--- src/design/manchester_edge_timing_decoder_defines.svh ---
// ---------------------------------------------------------------------------
// Manchester edge-timing decoder: assertion macros
// Shared concurrent assertion forms, clocked on clk_i and idle in reset.
// ---------------------------------------------------------------------------
`ifndef MANCHESTER_EDGE_TIMING_DECODER_DEFINES_SVH
`define MANCHESTER_EDGE_TIMING_DECODER_DEFINES_SVH

// General form with an explicit clock and active-low reset.
`define MET_ASSERT_CR(lbl, clk, rstn, prop, msg) \
  lbl: assert property (@(posedge clk) disable iff (!rstn) prop) else $error(msg);

// Form on the block clock and reset.
`define MET_ASSERT(lbl, prop, msg) `MET_ASSERT_CR(lbl, clk_i, rst_ni, prop, msg)

`endif

--- src/design/met_pkg.sv ---
// ---------------------------------------------------------------------------
// Manchester edge-timing decoder package
// Types and fixed constants shared by the decoder modules.
// ---------------------------------------------------------------------------
`timescale 1ns / 1ps
`default_nettype none

package met_pkg;

  localparam int unsigned CFG_W     = 16;
  localparam int unsigned CFG_IDX_W = 3;
  localparam int unsigned FIELD_W   = 16;
  localparam int unsigned PH_CODE_W = 2;

  typedef enum logic [CFG_IDX_W-1:0] {
    CFG_HALF_MIN     = 3'd0,
    CFG_HALF_MAX     = 3'd1,
    CFG_FULL_MIN     = 3'd2,
    CFG_FULL_MAX     = 3'd3,
    CFG_IDLE_TIMEOUT = 3'd4
  } cfg_idx_e;

  localparam logic [CFG_W-1:0] HALF_MIN_RST     = 16'd400;
  localparam logic [CFG_W-1:0] HALF_MAX_RST     = 16'd600;
  localparam logic [CFG_W-1:0] FULL_MIN_RST     = 16'd800;
  localparam logic [CFG_W-1:0] FULL_MAX_RST     = 16'd1200;
  localparam logic [CFG_W-1:0] IDLE_TIMEOUT_RST = 16'd2000;

  typedef enum logic {
    KIND_POLL = 1'b0,
    KIND_EDGE = 1'b1
  } kind_e;

  typedef enum logic [3:0] {
    PH_LEAD_RISE = 4'b0001,
    PH_LEAD_FALL = 4'b0010,
    PH_MID_RISE  = 4'b0100,
    PH_MID_FALL  = 4'b1000
  } phase_e;

  localparam logic [PH_CODE_W-1:0] PH_CODE_LEAD_RISE = 2'd0;
  localparam logic [PH_CODE_W-1:0] PH_CODE_LEAD_FALL = 2'd1;
  localparam logic [PH_CODE_W-1:0] PH_CODE_MID_RISE  = 2'd2;
  localparam logic [PH_CODE_W-1:0] PH_CODE_MID_FALL  = 2'd3;

  typedef enum logic [1:0] {
    W_INVALID = 2'd0,
    W_HALF    = 2'd1,
    W_FULL    = 2'd2
  } width_e;

  typedef struct packed {
    logic               is_edge;
    logic               rising;
    logic [FIELD_W-1:0] now;
    logic [FIELD_W-1:0] edge_t;
  } event_t;

endpackage

`default_nettype wire

--- src/design/met_if.sv ---
// ---------------------------------------------------------------------------
// Manchester edge-timing decoder channels
// Valid/ready interfaces for the input and result channels.
// ---------------------------------------------------------------------------
`timescale 1ns / 1ps
`default_nettype none

interface met_in_if;
  logic        valid;
  logic        ready;
  logic        kind;
  logic [15:0] current_time;
  logic        edge_rising;
  logic [15:0] edge_time;

  modport source (output valid, kind, current_time, edge_rising, edge_time, input ready);
  modport sink (input valid, kind, current_time, edge_rising, edge_time, output ready);
endinterface

interface met_out_if;
  logic        valid;
  logic        ready;
  logic        word_ready;
  logic [15:0] received_word;
  logic [1:0]  decoder_phase;

  modport source (output valid, word_ready, received_word, decoder_phase, input ready);
  modport sink (input valid, word_ready, received_word, decoder_phase, output ready);
endinterface

`default_nettype wire

--- src/design/met_front.sv ---
// ---------------------------------------------------------------------------
// Manchester edge-timing decoder front end
// Accepts input beats, sorts them into time checks and edge events and
// holds them in a two-entry queue ahead of the decoder core.
// ---------------------------------------------------------------------------
`timescale 1ns / 1ps
`default_nettype none

module met_front (
  input  wire logic           clk_i,
  input  wire logic           rst_ni,
  met_in_if.sink              in_i,
  output met_pkg::event_t     ev_o,
  output logic                ev_valid_o,
  input  wire logic           ev_pop_i
);
  import met_pkg::*;

  event_t     mem_q [2];
  logic       wr_ptr_q, wr_ptr_d;
  logic       rd_ptr_q, rd_ptr_d;
  logic [1:0] cnt_q, cnt_d;
  logic       push;
  logic       pop;
  event_t     ev_new;

  assign in_i.ready = (cnt_q != 2'd2);
  assign push       = in_i.valid && in_i.ready;
  assign pop        = ev_pop_i && (cnt_q != 2'd0);

  always_comb begin
    ev_new.is_edge = (kind_e'(in_i.kind) == KIND_EDGE);
    ev_new.rising  = in_i.edge_rising;
    ev_new.now     = in_i.current_time;
    ev_new.edge_t  = in_i.edge_time;
  end

  always_comb begin
    wr_ptr_d = push ? ~wr_ptr_q : wr_ptr_q;
    rd_ptr_d = pop ? ~rd_ptr_q : rd_ptr_q;
    cnt_d    = cnt_q;
    if (push && !pop) begin
      cnt_d = cnt_q + 2'd1;
    end else if (pop && !push) begin
      cnt_d = cnt_q - 2'd1;
    end
  end

  always_ff @(posedge clk_i or negedge rst_ni) begin
    if (!rst_ni) begin
      wr_ptr_q <= 1'b0;
      rd_ptr_q <= 1'b0;
      cnt_q    <= 2'd0;
    end else begin
      wr_ptr_q <= wr_ptr_d;
      rd_ptr_q <= rd_ptr_d;
      cnt_q    <= cnt_d;
    end
  end

  always_ff @(posedge clk_i) begin
    if (push) begin
      mem_q[wr_ptr_q] <= ev_new;
    end
  end

  assign ev_o       = mem_q[rd_ptr_q];
  assign ev_valid_o = (cnt_q != 2'd0);

endmodule

`default_nettype wire

--- src/design/met_back.sv ---
// ---------------------------------------------------------------------------
// Manchester edge-timing decoder core
// Holds the timing windows and decoder state, times each event against the
// idle timeout and the last marks, and registers one result per beat.
// ---------------------------------------------------------------------------
`timescale 1ns / 1ps
`default_nettype none

module met_back #(
  parameter int unsigned WORD_BITS = 16,
  parameter int unsigned TIME_BITS = 16
) (
  input  wire logic                          clk_i,
  input  wire logic                          rst_ni,
  input  wire logic                          cfg_we_i,
  input  wire logic [met_pkg::CFG_IDX_W-1:0] cfg_idx_i,
  input  wire logic [met_pkg::CFG_W-1:0]     cfg_data_i,
  input  wire met_pkg::event_t               ev_i,
  input  wire logic                          ev_valid_i,
  output logic                               ev_pop_o,
  met_out_if.source                          out_o
);
  import met_pkg::*;

  localparam int unsigned TW = TIME_BITS;
  localparam int unsigned CW = (TIME_BITS > CFG_W) ? TIME_BITS : CFG_W;
  localparam int unsigned BW = $clog2(WORD_BITS + 1);

  function automatic width_e classify(input logic [CW-1:0]    w,
                                      input logic [CFG_W-1:0] hmin,
                                      input logic [CFG_W-1:0] hmax,
                                      input logic [CFG_W-1:0] fmin,
                                      input logic [CFG_W-1:0] fmax);
    width_e r;
    r = W_INVALID;
    if (w >= CW'(hmin) && w <= CW'(hmax)) begin
      r = W_HALF;
    end else if (w >= CW'(fmin) && w <= CW'(fmax)) begin
      r = W_FULL;
    end
    return r;
  endfunction

  logic [CFG_W-1:0]     half_min_q, half_max_q, full_min_q, full_max_q, idle_timeout_q;

  phase_e               phase_q, phase_d, phase_chk;
  logic [TW-1:0]        last_edge_q, last_edge_d;
  logic [TW-1:0]        lead_rise_q, lead_rise_d;
  logic [TW-1:0]        mid_mark_q, mid_mark_d;
  logic [WORD_BITS-1:0] shift_q, shift_d;
  logic [BW-1:0]        bits_left_q, bits_left_d;
  logic [WORD_BITS-1:0] held_q, held_d;

  logic                 out_valid_q;
  logic                 out_word_ready_q;
  logic [FIELD_W-1:0]   out_word_q;
  logic [PH_CODE_W-1:0] out_phase_q;

  logic                 pop;
  logic                 ready_d;
  logic [TW-1:0]        now_t, edge_t;
  logic [TW-1:0]        idle_diff, lead_diff, mid_diff;
  logic                 timed_out;
  width_e               lead_w, mid_w;
  logic [WORD_BITS-1:0] shift_in;
  logic [PH_CODE_W-1:0] phase_code;

  always_ff @(posedge clk_i or negedge rst_ni) begin
    if (!rst_ni) begin
      half_min_q     <= HALF_MIN_RST;
      half_max_q     <= HALF_MAX_RST;
      full_min_q     <= FULL_MIN_RST;
      full_max_q     <= FULL_MAX_RST;
      idle_timeout_q <= IDLE_TIMEOUT_RST;
    end else if (cfg_we_i) begin
      unique case (cfg_idx_e'(cfg_idx_i))
        CFG_HALF_MIN:     half_min_q     <= cfg_data_i;
        CFG_HALF_MAX:     half_max_q     <= cfg_data_i;
        CFG_FULL_MIN:     full_min_q     <= cfg_data_i;
        CFG_FULL_MAX:     full_max_q     <= cfg_data_i;
        CFG_IDLE_TIMEOUT: idle_timeout_q <= cfg_data_i;
        default: begin
        end
      endcase
    end
  end

  assign pop      = ev_valid_i && (!out_valid_q || out_o.ready);
  assign ev_pop_o = pop;

  assign now_t     = TW'(ev_i.now);
  assign edge_t    = TW'(ev_i.edge_t);
  assign idle_diff = now_t - last_edge_q;
  assign lead_diff = edge_t - lead_rise_q;
  assign mid_diff  = edge_t - mid_mark_q;
  assign timed_out = CW'(idle_diff) > CW'(idle_timeout_q);
  assign lead_w    = classify(CW'(lead_diff), half_min_q, half_max_q, full_min_q, full_max_q);
  assign mid_w     = classify(CW'(mid_diff), half_min_q, half_max_q, full_min_q, full_max_q);
  assign shift_in  = WORD_BITS'({shift_q, ev_i.rising});
  assign phase_chk = timed_out ? PH_LEAD_RISE : phase_q;

  always_comb begin
    phase_d     = phase_chk;
    last_edge_d = last_edge_q;
    lead_rise_d = lead_rise_q;
    mid_mark_d  = mid_mark_q;
    shift_d     = shift_q;
    bits_left_d = bits_left_q;
    held_d      = held_q;
    ready_d     = 1'b0;
    if (ev_i.is_edge) begin
      last_edge_d = edge_t;
      unique case (phase_chk)
        PH_LEAD_RISE: begin
          if (ev_i.rising) begin
            lead_rise_d = edge_t;
            phase_d     = PH_LEAD_FALL;
          end
        end
        PH_LEAD_FALL: begin
          if (!ev_i.rising && lead_w == W_FULL) begin
            shift_d     = '0;
            mid_mark_d  = edge_t;
            bits_left_d = BW'(WORD_BITS);
            phase_d     = PH_MID_RISE;
          end else begin
            phase_d = PH_LEAD_RISE;
          end
        end
        PH_MID_RISE, PH_MID_FALL: begin
          if (ev_i.rising != (phase_chk == PH_MID_RISE)) begin
            phase_d = PH_LEAD_RISE;
          end else if (mid_w == W_HALF) begin
            phase_d = ev_i.rising ? PH_MID_FALL : PH_MID_RISE;
          end else if (mid_w != W_FULL) begin
            phase_d = PH_LEAD_RISE;
          end else if (bits_left_q <= BW'(1)) begin
            shift_d     = shift_in;
            bits_left_d = '0;
            held_d      = shift_in;
            phase_d     = PH_LEAD_RISE;
            ready_d     = 1'b1;
          end else begin
            shift_d     = shift_in;
            bits_left_d = bits_left_q - BW'(1);
            mid_mark_d  = edge_t;
            phase_d     = ev_i.rising ? PH_MID_FALL : PH_MID_RISE;
          end
        end
        default: begin
          phase_d = PH_LEAD_RISE;
        end
      endcase
    end
  end

  always_comb begin
    unique case (phase_d)
      PH_LEAD_RISE: phase_code = PH_CODE_LEAD_RISE;
      PH_LEAD_FALL: phase_code = PH_CODE_LEAD_FALL;
      PH_MID_RISE:  phase_code = PH_CODE_MID_RISE;
      PH_MID_FALL:  phase_code = PH_CODE_MID_FALL;
      default:      phase_code = PH_CODE_LEAD_RISE;
    endcase
  end

  always_ff @(posedge clk_i or negedge rst_ni) begin
    if (!rst_ni) begin
      phase_q     <= PH_LEAD_RISE;
      last_edge_q <= '0;
      lead_rise_q <= '0;
      mid_mark_q  <= '0;
      shift_q     <= '0;
      bits_left_q <= '0;
      held_q      <= '0;
      out_valid_q <= 1'b0;
    end else begin
      if (pop) begin
        phase_q     <= phase_d;
        last_edge_q <= last_edge_d;
        lead_rise_q <= lead_rise_d;
        mid_mark_q  <= mid_mark_d;
        shift_q     <= shift_d;
        bits_left_q <= bits_left_d;
        held_q      <= held_d;
        out_valid_q <= 1'b1;
      end else if (out_o.ready) begin
        out_valid_q <= 1'b0;
      end
    end
  end

  always_ff @(posedge clk_i) begin
    if (pop) begin
      out_word_ready_q <= ready_d;
      out_word_q       <= FIELD_W'(held_d);
      out_phase_q      <= phase_code;
    end
  end

  assign out_o.valid         = out_valid_q;
  assign out_o.word_ready    = out_word_ready_q;
  assign out_o.received_word = out_word_q;
  assign out_o.decoder_phase = out_phase_q;

endmodule

`default_nettype wire

--- src/design/manchester_edge_timing_decoder.sv ---
// Each beat is queued in the front end, then registered as a result when the core pops it.
// Throughput: one beat per cycle while the result register is empty or being read.
// A two-entry queue lets input beats be taken while a result waits on the output.
// Reset: asynchronous, active low; control state and timing windows return to
// reset values at once, with no clearing pass; queue and output data are not reset.
// ---------------------------------------------------------------------------
// Manchester edge-timing decoder
// Decodes a Manchester line from timestamped edges into received words.
// ---------------------------------------------------------------------------
`timescale 1ns / 1ps
`default_nettype none
`include "manchester_edge_timing_decoder_defines.svh"

module manchester_edge_timing_decoder #(
  parameter int unsigned WORD_BITS = 16,
  parameter int unsigned TIME_BITS = 16
) (
  input  wire logic                          clk_i,
  input  wire logic                          rst_ni,
  input  wire logic                          cfg_we_i,
  input  wire logic [met_pkg::CFG_IDX_W-1:0] cfg_idx_i,
  input  wire logic [met_pkg::CFG_W-1:0]     cfg_data_i,
  met_in_if.sink                             in_i,
  met_out_if.source                          out_o
);
  import met_pkg::*;

  event_t ev;
  logic   ev_valid;
  logic   ev_pop;

  met_front u_front (
    .clk_i      (clk_i),
    .rst_ni     (rst_ni),
    .in_i       (in_i),
    .ev_o       (ev),
    .ev_valid_o (ev_valid),
    .ev_pop_i   (ev_pop)
  );

  met_back #(
    .WORD_BITS (WORD_BITS),
    .TIME_BITS (TIME_BITS)
  ) u_back (
    .clk_i      (clk_i),
    .rst_ni     (rst_ni),
    .cfg_we_i   (cfg_we_i),
    .cfg_idx_i  (cfg_idx_i),
    .cfg_data_i (cfg_data_i),
    .ev_i       (ev),
    .ev_valid_i (ev_valid),
    .ev_pop_o   (ev_pop),
    .out_o      (out_o)
  );

  `MET_ASSERT(a_word_ends_frame, out_o.valid && out_o.word_ready |-> out_o.decoder_phase == PH_CODE_LEAD_RISE, "word beat not in lead-in phase")
  `MET_ASSERT(a_full_queue_has_result, !in_i.ready |-> out_o.valid, "input stalled without a pending result")

endmodule

`default_nettype wire
--- src/flat_wrapper.sv ---
// flat-port wrapper written by rule: the top's interface ports become plain ports
module manchester_edge_timing_decoder_flat import met_pkg::*;
#(
  parameter int unsigned WORD_BITS = 16,
  parameter int unsigned TIME_BITS = 16
)
  (clk_i, rst_ni, cfg_we_i, cfg_idx_i, cfg_data_i, in_i_valid, in_i_kind, in_i_current_time, in_i_edge_rising, in_i_edge_time, in_i_ready, out_o_valid, out_o_word_ready, out_o_received_word, out_o_decoder_phase, out_o_ready);
  met_in_if in_i_i ();
  met_out_if out_o_i ();
  input  wire logic clk_i;
  input  wire logic rst_ni;
  input  wire logic cfg_we_i;
  input  wire logic [met_pkg::CFG_IDX_W-1:0] cfg_idx_i;
  input  wire logic [met_pkg::CFG_W-1:0] cfg_data_i;
  input wire logic [$bits(in_i_i.valid)-1:0] in_i_valid;
  input wire logic [$bits(in_i_i.kind)-1:0] in_i_kind;
  input wire logic [$bits(in_i_i.current_time)-1:0] in_i_current_time;
  input wire logic [$bits(in_i_i.edge_rising)-1:0] in_i_edge_rising;
  input wire logic [$bits(in_i_i.edge_time)-1:0] in_i_edge_time;
  output wire logic [$bits(in_i_i.ready)-1:0] in_i_ready;
  output wire logic [$bits(out_o_i.valid)-1:0] out_o_valid;
  output wire logic [$bits(out_o_i.word_ready)-1:0] out_o_word_ready;
  output wire logic [$bits(out_o_i.received_word)-1:0] out_o_received_word;
  output wire logic [$bits(out_o_i.decoder_phase)-1:0] out_o_decoder_phase;
  input wire logic [$bits(out_o_i.ready)-1:0] out_o_ready;
  assign in_i_i.valid = in_i_valid;
  assign in_i_i.kind = in_i_kind;
  assign in_i_i.current_time = in_i_current_time;
  assign in_i_i.edge_rising = in_i_edge_rising;
  assign in_i_i.edge_time = in_i_edge_time;
  assign in_i_ready = in_i_i.ready;
  assign out_o_valid = out_o_i.valid;
  assign out_o_word_ready = out_o_i.word_ready;
  assign out_o_received_word = out_o_i.received_word;
  assign out_o_decoder_phase = out_o_i.decoder_phase;
  assign out_o_i.ready = out_o_ready;
  manchester_edge_timing_decoder #(.WORD_BITS(WORD_BITS), .TIME_BITS(TIME_BITS)) u_core (.clk_i(clk_i), .rst_ni(rst_ni), .cfg_we_i(cfg_we_i), .cfg_idx_i(cfg_idx_i), .cfg_data_i(cfg_data_i), .in_i(in_i_i), .out_o(out_o_i));
endmodule
--- config.mk ---
export PLATFORM = sky130hd
export DESIGN_NAME = manchester_edge_timing_decoder_flat
export DESIGN_NICKNAME = d
export VERILOG_FILES = /design/src/design/met_pkg.sv /design/src/design/met_if.sv /design/src/design/met_front.sv /design/src/design/met_back.sv /design/src/design/manchester_edge_timing_decoder.sv /design/src/flat_wrapper.sv
export VERILOG_INCLUDE_DIRS = /design/src /design/src/design
export SDC_FILE = /design/constraint.sdc
export NUM_CORES = 1
export LEC_CHECK = 0
export BUFFER_PORTS_ARGS = -buffer_cell sky130_fd_sc_hd__buf_2
export CAP_MARGIN = 20
export CORE_MARGIN = 2
export CORE_UTILIZATION = 60
export DETAILED_ROUTE_END_ITERATION = 12
export PLACE_DENSITY_LB_ADDON = 0.12
export SLEW_MARGIN = 30
export SYNTH_ARGS = -nofsm -noshare
export SYNTH_HDL_FRONTEND = slang
export SYNTH_SLANG_ARGS = --single-unit
--- constraint.sdc ---
create_clock -name clk_i -period 8.03 [get_ports clk_i]
set_input_delay 1.2045 -clock clk_i [delete_from_list [all_inputs] [get_ports clk_i]]
set_output_delay 1.2045 -clock clk_i [all_outputs]
set_load 0.02 [all_outputs]
Word level (Yosys, flattened, before mapping):

Memories as Yosys holds them, arrays and structs flattened.
Cells that the tools add are included.
W data, S select, Z words.

* bits of input ports: 58
* memory bits (writable): 68
* output and inout port bits: 21
* memories: 1
* register bits: 192
* logic and storage cells: 137

Memories
* u_core.u_front.mem_q: words 2, bits a word 34, rd ports 1, clocked after Yosys merged registers in 0, write ports 1, RTL line met_front.sv:19 `event_t mem_q [2];`

* bitwise operators: 4
* $add $sub $neg: 6
* equal/unequal tests: 21
* reduce and logical (&&, ||, !) cells: 31
* muxes and demuxes: 45
* $lt $le $gt $ge: 10

Operator list (number)
* $mux W16: 11
* $ge A16 B16 Y1: 4
* $le A16 B16 Y1: 4
* $mux W15: 4
* $sub A16 B16 Y16: 3
* $mux W4: 8
* $pmux W16 S2: 1
* $pmux W15 S2: 1
* $mux W5: 5
* $gt A16 B16 Y1: 1
* $ne A2 B2 Y1 const B: 7
* $mux W2: 6
* $pmux W4 S3: 1
* $reduce_and A2 Y1: 6
* $logic_and A1 B1 Y1: 10
* $pmux W5 S2: 1
* $eq A4 B2 Y1 const B: 2
* $eq A4 B3 Y1 const B: 2
* $eq A4 B4 Y1 const B: 2
* $reduce_and A8 Y1: 1
* $reduce_bool A2 Y1: 4
* $reduce_and A7 Y1: 1
* $eq A3 B2 Y1 const B: 2
* $pmux W2 S3: 1
* 19 further kinds: 29

Depth between registers and ports, before layout:

An unclocked memory read counts as a cell.

* depth in word-level cells: 14
* mapped depth: 28
* mapped depth without buffers: 23

By module:

Synthesis repeated with hierarchy kept, for this count alone.

* cells, all modules: 1498
* area total of the unflattened synthesis: 15720.1 µm²

By module, submodules not included
* met_back: sequential area each 4825.9 µm², cells an instance 1374, area each 12921.1 µm², instances 1
* met_front: sequential area each 2142.1 µm², cells an instance 124, area each 2798.9 µm², instances 1

Worst setup path before layout:

No wires, ideal clock.

* kind: reg-to-reg
* from: register u_core.u_front.rd_ptr_q
* to: register u_core.u_back.out_word_q[10] (netlist: u_core.u_back.out_o.received_word[10]), data pin
* data arrival time: 5.912 ns
* setup time: 0.260 ns
* period minus slack after synthesis: 6.172 ns
* setup slack: 1.858 ns
* cell stages (with the launch flop): 26
* required time: 7.770 ns
* buffers on the path: 5
* path through: dfrtp_1 buf_2 buf_1 mux2_2 fa_1 a21o_1 a21oi_1 o21bai_1 a21oi_1 o21ai_0 a211oi_1 o31ai_1 a21oi_1 xnor2_1 ha_1 nand4_1 or4_4 clkinv_2 a31oi_2 or4_1 buf_6 nor2_8 and4_4 buf_12 buf_4 mux2_2

* longest elaborated chain between the ends: 12
* elaborated cells on any way between the ends: 24
* those cells by class: add/sub (2); order compare (5); eq/ne (5); mux (8); reduce/logical (3); memory (1)

Ends and longest elaborated chain
* start, declared: RTL line met_front.sv:21 `logic rd_ptr_q, rd_ptr_d;`
* start signal, assigned: RTL line met_front.sv:56 `rd_ptr_q <= rd_ptr_d;`
* $mem_v2 Z2 W34 *
* $sub A16 B16 Y16: RTL line met_back.sv:95 `assign mid_diff = edge_t - mid_mark_q;`
* $ge A16 B16 Y1 / $le A16 B16 Y1 (equally long branches): RTL line met_back.sv:38 `end else if (w >= CW'(fmin) && w <= CW'(fmax)) begin`
* $logic_and A1 B1 Y1: RTL line met_back.sv:38
* $mux W2: RTL line met_back.sv:38
* $mux W2: RTL line met_back.sv:36 `if (w >= CW'(hmin) && w <= CW'(hmax)) begin`
* $ne A2 B2 Y1: RTL line met_back.sv:135 `end else if (mid_w != W_FULL) begin`
* $mux W16: RTL line met_back.sv:135
* $mux W16: RTL line met_back.sv:133 `end else if (mid_w == W_HALF) begin`
* $mux W16: RTL line met_back.sv:131 `if (ev_i.rising != (phase_chk == PH_MID_RISE)) begin`
* $mux W16: RTL line met_back.sv:113 `unique case (phase_chk)`
* $mux W16 *: RTL line met_back.sv:111 `if (ev_i.is_edge) begin`
* named net u_core.u_back.held_d[10]: RTL line met_back.sv:52 `logic [WORD_BITS-1:0] held_q, held_d;`
* end signal, assigned: RTL line met_back.sv:196 `out_word_q <= FIELD_W'(held_d);`
* end, declared: RTL line met_back.sv:56 `logic [FIELD_W-1:0] out_word_q;`

Mark *: on every way through the listed nets, which the timed path passes. The rest lies on a longest branch.
A chain may end at the register's enable or synchronous reset.

Final worst setup path:

* from: register u_core.u_front.rd_ptr_q
* to: register u_core.u_back.mid_mark_q[1]

* longest elaborated chain between the ends: 10
* elaborated cells on any way between the ends: 45
* those cells by class: add/sub (3); order compare (9); eq/ne (12); mux (11); reduce/logical (9); memory (1)

Ends and longest elaborated chain
* $mem_v2 Z2 W34 *
* $sub A16 B16 Y16: RTL line met_back.sv:94 `assign lead_diff = edge_t - lead_rise_q;`
* $ge A16 B16 Y1 / $le A16 B16 Y1 (equally long branches): RTL line met_back.sv:38
* $logic_and A1 B1 Y1: RTL line met_back.sv:38
* $mux W2: RTL line met_back.sv:38
* $mux W2: RTL line met_back.sv:36
* $eq A2 B2 Y1: RTL line met_back.sv:121 `if (!ev_i.rising && lead_w == W_FULL) begin`
* $logic_and A1 B1 Y1: RTL line met_back.sv:121
* $ne A2 B2 Y1 (no line)
* $reduce_and A8 Y1 (no line)
* end signal, assigned: RTL line met_back.sv:182 `mid_mark_q <= mid_mark_d;`
* end, declared: RTL line met_back.sv:49 `logic [TW-1:0] mid_mark_q, mid_mark_d;`

Every way passes the cells marked *; elsewhere a longest branch is shown, timed or not. The select of a mux whose other input is x is not followed.

==> qor.yml <==
status: "complete, no violations"
grt_max_degree: 106
wl_um: 34300
synth-seq-cells: 260
crit_path_start: "u_core.u_front.rd_ptr_q"
min_period_over_period_pct: 85.7
syn_area_per_cell_sq_um: 10.4
muxShareOfSynthArea_pct: 7.47
htree_levels: 1
critPathRequiredTime_ns: 8.49
critical_path_class: "reg2reg"
maxCapViolCount: 0
finalSetupViolations: 0
initial_core_util_pct: 61.1
synth_compound_area_share_pct: 12.3
clock_latency_ns: 0.54
dp_hpwl_um: 25900
synthSimpleGateAreaFrac_pct: 11.1
worstMarginPinSlew_ns: 0.842
syn_area_sq_mm: 0.0154
firstDrtPassIters: 5
n_antenna_cell: 0
ctsHoldBuffers: 0
final_nets: 1816
timing.setup.tns_ns: 0
ys_seq_area_share_pct: 45.1
end_kind: "flip-flop"
yosysUniqueCellTypes: 75
grt_pass1_vias: 10758
yosysWarnings: 0
rsz0062_at_grt: "no"
syn_nets: 1735
ctsResizeCount: 0
synth_fa_ha_area_share_pct: 16.1
grt_pass1_wl_um: 55300
vias: 10925
dominantRegCellSynth: "dfrtp_1"
synth-xor-area-share_pct: 2.84
cp.arrival_ns: 7.35
dieArea_sq_mm: 0.0270
antenna_found_initial: 0
wire_per_inst_um: 18.0
core_sq_mm: 0.0253
rows: 58
fmax_mhz: 145
clkSinkCount: 260
rr_startpoint: "u_core.u_front.rd_ptr_q"
synth_top_family_by_area: "adder cells"
drive_above_1_share_pct: 15.3
worstHoldStart: "u_core.u_back.out_o.valid"
cp_max_fo: 25
slew_headroom_pct: 43.3
pin_count: 79
antenna_left: 0
area_growth_pct: 10.8
die_y_um: 164
cts_made_buffers: 27
drc_errors: 0
clk_path_buf_depth: 3
grt-ovfl-total: 0
fin_crit_ns: 6.89
track_usage_pct: 26.1
post_cts_buffers: 0
cts-root-buf: "clkbuf_16"
gp_congestion: 0.887
skew_ns: 0.0102
hold_path_class: "reg2reg"
drtIter0Drc: 731
hold_viol: 0
synth_enable_flop_cells: 87
vias_per_cell: 5.71
slew_viol_final: 0
syn_inst: 1480
io_buffers: 78
clkTransAtPathRegs_ns: 0.06
die-width_um: 164
cp-start-kind: "flip-flop"
cts_tree: "yes"
async_reset_ff_share_pct: 66.5
## cell usage in the layout, fill, tap and decap left out, types with 13 or more instances in the layout
| cell type | instances |
|---|---|
| a21o_1 | 19 |
| o211ai_1 | 13 |
| mux2_2 | 57 |
| buf_2 | 77 |
| a21oi_1 | 82 |
| edfxtp_1 | 87 |
| nand4_1 | 18 |
| dfstp_2 | 21 |
| inv_1 | 153 |
| dfrtp_1 | 151 |
| nor2_1 | 63 |
| xnor2_1 | 33 |
| clkbuf_16 | 27 |
| o21ai_0 | 130 |
| xor2_1 | 17 |
| nand3_1 | 23 |
| ha_1 | 194 |
| nand2_1 | 156 |
| a211oi_1 | 16 |
| mux2i_1 | 36 |
## path summary, 6_finish.rpt
| kind | endpoint | slack [ns] | cells after the start |
|---|---|---|---|
| setup / recovery | u_core.u_back.mid_mark_q[1] | 1.14 | 24 |
| hold / removal | u_core.u_back.out_o.valid | 0.49 | 2 |
| setup reg to reg | u_core.u_back.mid_mark_q[1] | 1.14 | 24 |
| hold reg to reg | u_core.u_back.out_o.valid | 0.49 | 2 |
| max in group asynchronous | u_core.u_front.rd_ptr_q | 6.54 | 2 |
| min in group asynchronous | u_core.u_back.half_min_q[3] | 0.54 | 1 |
## area by class of cell
| class | count | area, sq um |
|---|---|---|
| multi-input combinational | 1027 | 7740 |
| timing repair buffer | 91 | 541 |
| sequential | 260 | 6970 |
| clock buffer | 36 | 709 |
| inverter | 154 | 579 |
| fill | 1952 | 8150 |
| clock inverter | 14 | 150 |
| tap | 330 | 413 |
## state kept, by name (all words and copies together), names as in the netlist, 4 cells and up
signal / cells
u_core.u_back.bits_left_q: 5
u_core.u_back.full_max_q: 16
u_core.u_back.full_min_q: 16
u_core.u_back.half_max_q: 16
u_core.u_back.half_min_q: 16
u_core.u_back.held_q: 16
u_core.u_back.idle_timeout_q: 16
u_core.u_back.last_edge_q: 16
u_core.u_back.lead_rise_q: 16
u_core.u_back.mid_mark_q: 16
u_core.u_back.out_o.received_word: 16
u_core.u_back.phase_q: 4
u_core.u_back.shift_q: 15
u_core.u_front.mem_q: 68
## synth_stat cells (all sizes together) (2+ instances only)
library cell / count / share of area (%)
o21bai: 6 / 0.29
nor4b: 6 / 0.38
nand4: 18 / 0.73
xor2: 17 / 0.96
a211oi: 16 / 0.78
or3: 9 / 0.36
or2: 5 / 0.20
nor2: 68 / 1.8
o22ai: 5 / 0.20
o31ai: 5 / 0.24
nor3b: 3 / 0.15
mux2: 67 / 5.1
mux2i: 36 / 2.3
a21o: 19 / 0.92
and4: 2 / 0.13
a211o: 5 / 0.28
or4: 6 / 0.32
edfxtp: 87 / 17
a221oi: 2 / 0.11
ha: 194 / 16
nor4: 8 / 0.32
a2bb2oi: 2 / 0.11
xnor2: 33 / 1.9
and3: 11 / 0.45
o21a: 8 / 0.39
clkbuf: 29 / 0.71
a21boi: 2 / 0.097
nand2: 157 / 3.9
o21ai: 132 / 4.3
nor3: 13 / 0.42
o41ai: 2 / 0.11
buf: 10 / 0.54
a31oi: 9 / 0.41
nand2b: 8 / 0.32
inv: 153 / 3.7
nand3: 24 / 0.78
o211ai: 13 / 0.63
a21oi: 82 / 2.7
dfstp: 21 / 3.6
fa: 3 / 0.39
dfrtp: 152 / 25
nor2b: 12 / 0.49
## logic make-up after synthesis
| family | Yosys count |
|---|---|
| buffers and inverters | 193 |
| adder cells (fa/ha/maj) | 197 |
| AO/OA/AOI/OAI | 321 |
| multiplexers | 103 |
| XOR/XNOR | 50 |
| flip-flops | 260 |
| AND/OR/NAND/NOR | 356 |
## through the flow
step / cells / area [sq um] / util, % / setup slack (ns) / hold WS, ns
floorplan: 1480 / 15400 / - / 1.86 / 0.456
global placement: 1860 / 16200 / 64.0 / 1.27 / 0.470
detailed placement: 1860 / 16200 / 64.1 / 1.10 / 0.479
CTS: 1910 / 17000 / 67.5 / 1.08 / 0.493
global route: 1912 / 17100 / 67.7 / 0.544 / 0.513
finish: 1912 / 17100 / 67.7 / 1.14 / 0.490
## worst max-delay path, cell delays in order (launching register included)
cell	delay [ns]
dfrtp_2	0.57
buf_4	0.42
mux2i_1	0.24
ha_1	0.19
inv_1	0.06
fa_1	0.43
a21o_1	0.18
a21oi_1	0.24
o21bai_1	0.10
a21oi_1	0.22
o21ai_0	0.21
a211oi_1	0.38
o31ai_1	0.13
a21oi_1	0.18
xnor2_1	0.09
ha_1	0.30
nand4_1	0.17
or4_4	0.53
clkinv_2	0.07
a31oi_2	0.08
or4_1	0.76
nor4b_2	0.33
o21ai_2	0.11
nor2_4	0.50
mux2i_1	0.25
## routing by layer
metal	global-route usage, %	wire, um	vias up
met1	37.2	16300	5221
met4	6.60	759	0
met3	3.62	1700	47
met2	42.3	15600	237
met5	0	0	-
li1	-	-	5420
Power is left out: the tool's default activity adds up to more than one toggle a clock period on the data nets, which glitch-free logic cannot reach.
